[config.mk]
export PLATFORM = sky130hd
export DESIGN_NAME = tpmq_ram
export DESIGN_NICKNAME = d
export VERILOG_FILES = /design/src/sv/tree_path_max_query_macros.svh /design/src/sv/tpmq_ram.sv
export SDC_FILE = /design/constraint.sdc
export NUM_CORES = 1
export LEC_CHECK = 0
export ABC_AREA = 1
export BUFFER_PORTS_ARGS = -buffer_cell sky130_fd_sc_hd__clkbuf_2
export CAP_MARGIN = 15
export CORE_MARGIN = 2
export CORE_UTILIZATION = 45
export CTS_CLUSTER_SIZE = 25
export DETAILED_ROUTE_END_ITERATION = 6
export PLACE_DENSITY = 0.63
export SYNTH_ARGS = -nofsm -noshare
export SYNTH_HDL_FRONTEND = slang
export SYNTH_SLANG_ARGS = --single-unit
export TNS_END_PERCENT = 100
[constraint.sdc]
create_clock -name clk -period 2.5 [get_ports clk]
set_clock_uncertainty 0.05 [all_clocks]
set_input_delay 0.375 -clock clk [delete_from_list [all_inputs] [get_ports clk]]
set_output_delay 0.375 -clock clk [all_outputs]
set_load 0.05 [all_outputs]
[src/sv/tree_path_max_query_macros.svh]
// assertion macros shared by the path-max query block
// no dependencies
`ifndef TREE_PATH_MAX_QUERY_MACROS_SVH
`define TREE_PATH_MAX_QUERY_MACROS_SVH

// implication checked on every clock edge outside reset
`define TPMQ_ASSERT_IMP(label, ante, cons) \
  label: assert property (@(posedge clk) disable iff (!rst_n) (ante) |-> (cons)) \
    else $error("tpmq check failed");

// implication with the consequent checked in the cycle after the antecedent
`define TPMQ_ASSERT_NEXT(label, ante, cons) \
  label: assert property (@(posedge clk) disable iff (!rst_n) (ante) |=> (cons)) \
    else $error("tpmq check failed");

`endif

[src/sv/tpmq_ram.sv]
// generic single-port ram with registered read
// no dependencies
`default_nettype none
module tpmq_ram #(
  parameter int unsigned WIDTH = 8,
  parameter int unsigned DEPTH = 16
) (
  input  wire logic                     clk,
  input  wire logic                     we,
  input  wire logic [$clog2(DEPTH)-1:0] addr,
  input  wire logic [WIDTH-1:0]         wdata,
  output      logic [WIDTH-1:0]         rdata
);
  logic [WIDTH-1:0] mem [DEPTH];

  always_ff @(posedge clk) begin
    if (we) begin
      mem[addr] <= wdata;
    end
    rdata <= mem[addr];
  end
endmodule
`default_nettype wire

Word level (Yosys, flattened, before mapping):

Memory sizes are Yosys's and may differ from the RTL's. A register that Yosys moved wholly into a read port is not among the register bits.
Index checks and enable logic that the tools add are counted.

* muxes and demuxes: 2

Operators by type and width (number)
* 2-to-1 mux 1 bit: 2

* flip-flop bits (word level): 0
* RAM bits: 128
* bits of input ports: 14
* logic and storage cells: 3
* memories kept: 1

Memories
* mem: words 16, bits a word 8, rd ports 1, clocked after memory_dff 1, write ports 1, line tpmq_ram.sv:14 `logic [WIDTH-1:0] mem [DEPTH];`

Depth between registers and ports, before layout:

* word-level depth: 2
* depth in mapped cells: 11
* gate-level depth less buffers: 9

Least setup slack after synthesis:

No wires, ideal clock.

* path type: input-to-reg
* start point: input port addr[1]
* end point: memory mem[3][0] (enable)
* setup time: 370 ps
* data arrival time: 1382 ps
* required time: 2080 ps
* path slack: 698 ps
* stages on the path: 4
* path buffers: 2
* path through: buf_2 clkbuf_1 nand3_1 nor2_1

RTL lines
* start: declaration: line tpmq_ram.sv:10 `input wire logic [$clog2(DEPTH)-1:0] addr,`
* end: declaration: line tpmq_ram.sv:14

Straight into the memory's write port.

Worst setup path after layout:

* start point: input port addr[1]
* end point: memory mem[4][4] (enable)

Straight into the memory's write port.

==> metrics.txt <==
reg-to-reg startpoint=mem[3][7]; largest net degree at the start of global routing=38; VDD IR max=0.5533 mV; critical hold path startpoint=wdata[6]; clock network fraction of design power=0.437; worst-case register-to-register setup slack=approximately 1.4 ns; vias in the first global route=3638; fraction of the yosys area taken by sequential cells=0.7159; number of warnings reported in the yosys synthesis log=0; number of antenna violations at the first check in global routing=0; number of buffers created by CTS=17; category of the worst setup path launch point=primary input; count of endpoints failing hold in the final timing report=0; worst hold slack=0.4256 ns; type of the most critical hold path=in -> reg; shortest period the worst path allows=1.513 ns; Worst Path Arrival=~1.6 ns; vertical extent of the die=about 120 microns; Pwr per Cell Area=798.2 mW/mm^2; layout overhead on the synthesized area=16.40%; area of combinational cells with multiple inputs=~0.0014 sq mm; number of enable flip-flop cells after synthesis=128; Final Cycle Share=0.6052; cell-internal power=around 4.0 mW; worst slew slack as a fraction of its limit=0.5823; net switching power figure=1.150 mW; WHS Endpoint=mem[5][6]; mean area per synthesized cell=around 10 sq um; area share of the leading cell type in the synthesized netlist=0.6872; clk_lat worst skew=around 0.42 ns; # clock sinks=about 140; detailed-placement wirelength estimate=about 7.9 mm; fraction of final layout cells with drive strength greater than 1=0.1211; cell at the root of the clock tree=sky130_fd_sc_hd__clkbuf_16; library cell occupying the most area in the post-synthesis netlist=sky130_fd_sc_hd__edfxtp_1; part of the power in combinational logic=0.070; status=completed; # nets final=roughly 600; count of H-tree levels built during CTS=4; global-route wire length before repair=about 19 mm; total of cells resized after clock tree synthesis=0; max-cap violations=0; Residual DRC=0; Max FO, Critical Path=20; most frequent cell after synthesis=sky130_fd_sc_hd__nand2_1; Syn Nets=roughly 560; most area-consuming cells after synthesis=sky130_fd_sc_hd__edfxtp_1, sky130_fd_sc_hd__nand2_1, sky130_fd_sc_hd__dfxtp_1; clock tree from TritonCTS=yes; Post-Syn Instances=approximately 550; most used flip-flop cell after synthesis=sky130_fd_sc_hd__edfxtp_1; part of the total power dissipated in sequential elements=0.494; floorplan die width=between 100 and 150 microns; Detail Route Antenna Nets=0; floorplan core area=0.01206 sq mm; actual transition at the worst max-transition pin=0.6243 ns; worst path setup slack after routing=~0.99 ns; Total Power Consumption=between 5 and 6 mW; P_leak=2.810 nW; kind of critical path=in -> reg; Final Routed Wirelength=approximately 12 mm; IO Count=22; depth of the worst register-to-register path=8; detail-routed via count per cell=~4.8; number of inserted diodes=0; post-route core utilization=0.5397; register cell area after layout=0.004004 sq mm; Post-CTS Hold Fix Bufs=0; fraction of registers with async set or reset after synthesis=0; Total Die Area=0.01334 sq mm; critical register-to-register path endpoint=rdata[7]; number of inserted filler cells in the final layout=approximately 1100; Bufs on Longest Clock Path=2; first drt pass iteration count=7; Post-CTS Repair Setup Buffers=0; initial standard-cell utilization of the core=0.4637; Max Transition Viols Final=0; fraction of power spent switching nets=0.2214; sort of element at the end of the critical path=flip-flop; synth unique cells=11; number of standard-cell rows in the floorplan=40; clock transition at the register clock pins on the worst setup and hold paths after CTS=0.06 ns; GR Util All Layers=0.2048; detailed-route via count=between 3000 and 4000; number of synthesized register bits=136; Final Setup Violations=0; routability congestion estimate=0.8335; Setup TNS Final=0 ns; count of port buffers added during placement=21; worst slack, placed=0.5764 ns; data required time of the worst path=~2.6 ns; maximum achievable frequency=0.6609 GHz; total grt overflow=0; unrepaired setup endpoints after global routing=false; Synth Cell Area=between 0.005 and 0.006 sq mm; number of stages on the worst hold path=1; Starting DRT DRC Count=roughly 300; average wire length per cell after detail routing=between 15 and 20 microns; most used standard cells in the synthesized netlist=sky130_fd_sc_hd__nand2_1, sky130_fd_sc_hd__edfxtp_1, sky130_fd_sc_hd__inv_1, sky130_fd_sc_hd__nor2_1, sky130_fd_sc_hd__buf_2
## layout by cell type, fill, tap and decap left out
| cell | Yosys | final |
|---|---|---|
| sky130_fd_sc_hd__nand2_1 | 346 | 346 |
| sky130_fd_sc_hd__nor2_1 | 18 | 18 |
| sky130_fd_sc_hd__clkinv_1 | 1 | 1 |
| sky130_fd_sc_hd__bufinv_16 | 0 | 1 |
| sky130_fd_sc_hd__clkbuf_16 | 0 | 17 |
| sky130_fd_sc_hd__inv_2 | 1 | 1 |
| sky130_fd_sc_hd__buf_4 | 6 | 23 |
| sky130_fd_sc_hd__clkinvlp_4 | 0 | 3 |
| sky130_fd_sc_hd__inv_1 | 21 | 21 |
| sky130_fd_sc_hd__dfxtp_1 | 8 | 8 |
| sky130_fd_sc_hd__clkbuf_1 | 3 | 4 |
| sky130_fd_sc_hd__nand3_1 | 4 | 4 |
| sky130_fd_sc_hd__clkbuf_8 | 0 | 2 |
| sky130_fd_sc_hd__clkinv_2 | 0 | 5 |
| sky130_fd_sc_hd__edfxtp_1 | 128 | 128 |
| sky130_fd_sc_hd__clkbuf_2 | 0 | 21 |
## logic make-up after synthesis
| logic type | count (synthesis) | synth area share |
|---|---|---|
| and+or+nand+nor | 368 | 0.2479 |
| DFF | 136 | 0.7159 |
| buffers and inverters | 44 | 0.03624 |
## how the worst max path moves through the flow
stage	slack, ns	to	depth (start not counted)	start
global route	0.91	mem[4][3]	6	addr[1]
floorplan	0.70	mem[3][0]	4	addr[1]
detailed placement	0.58	mem[4][4]	6	addr[1]
finish	0.99	mem[4][4]	6	addr[1]
global placement	0.60	mem[12][2]	6	addr[1]
CTS	1.02	mem[4][4]	6	addr[1]
## per-stage QoR
step,cell area [sq um],std cells
3_5_place_dp,5964,739
5_1_grt,6510,771
4_1_cts,6510,771
6_report,6510,771
2_1_floorplan,5593,548
3_3_place_gp,5964,739
## area by class of cell
| class | instances | share of cell area |
|---|---|---|
| Sequential cell | 136 | 0.6150 |
| Multi-Input combinational cell | 368 | 0.2130 |
| Clock buffer | 23 | 0.07188 |
| Timing Repair Buffer | 44 | 0.04267 |
| Tap cell | 168 | 0.03229 |
| Inverter | 23 | 0.01326 |
| Clock inverter | 9 | 0.01192 |
## power by group through the flow
stage / Combinational [mW] / Sequential (mW) / Clock (mW)
4_1_cts: 0.365 / 2.57 / 2.31
5_1_grt: 0.403 / 2.57 / 2.40
6_report: 0.362 / 2.56 / 2.27
3_3_place_gp: 0.360 / 2.61 / 0
3_5_place_dp: 0.364 / 2.61 / 0
2_1_floorplan: 0.176 / 2.66 / 0
## registers in the layout (all words and copies together) (netlist names)
register  count
mem         128
rdata         8
## routing by layer
layer,GRT usage,part of all wire,vias to the layer above
met2,0.3201,0.47,109
met3,0.05962,0.061,13
met4,0.07068,0.015,0
met5,0,0,-
met1,0.2764,0.45,1719
li1,-,-,1835
## critical path, stage by stage
cell and delay, ns:
sky130_fd_sc_hd__clkbuf_2 0.23, sky130_fd_sc_hd__clkinv_1 0.13, sky130_fd_sc_hd__buf_4 0.24, sky130_fd_sc_hd__nand3_1 0.23, sky130_fd_sc_hd__nor2_1 0.18, sky130_fd_sc_hd__buf_4 0.19
Power figures use the tool's default switching activity.
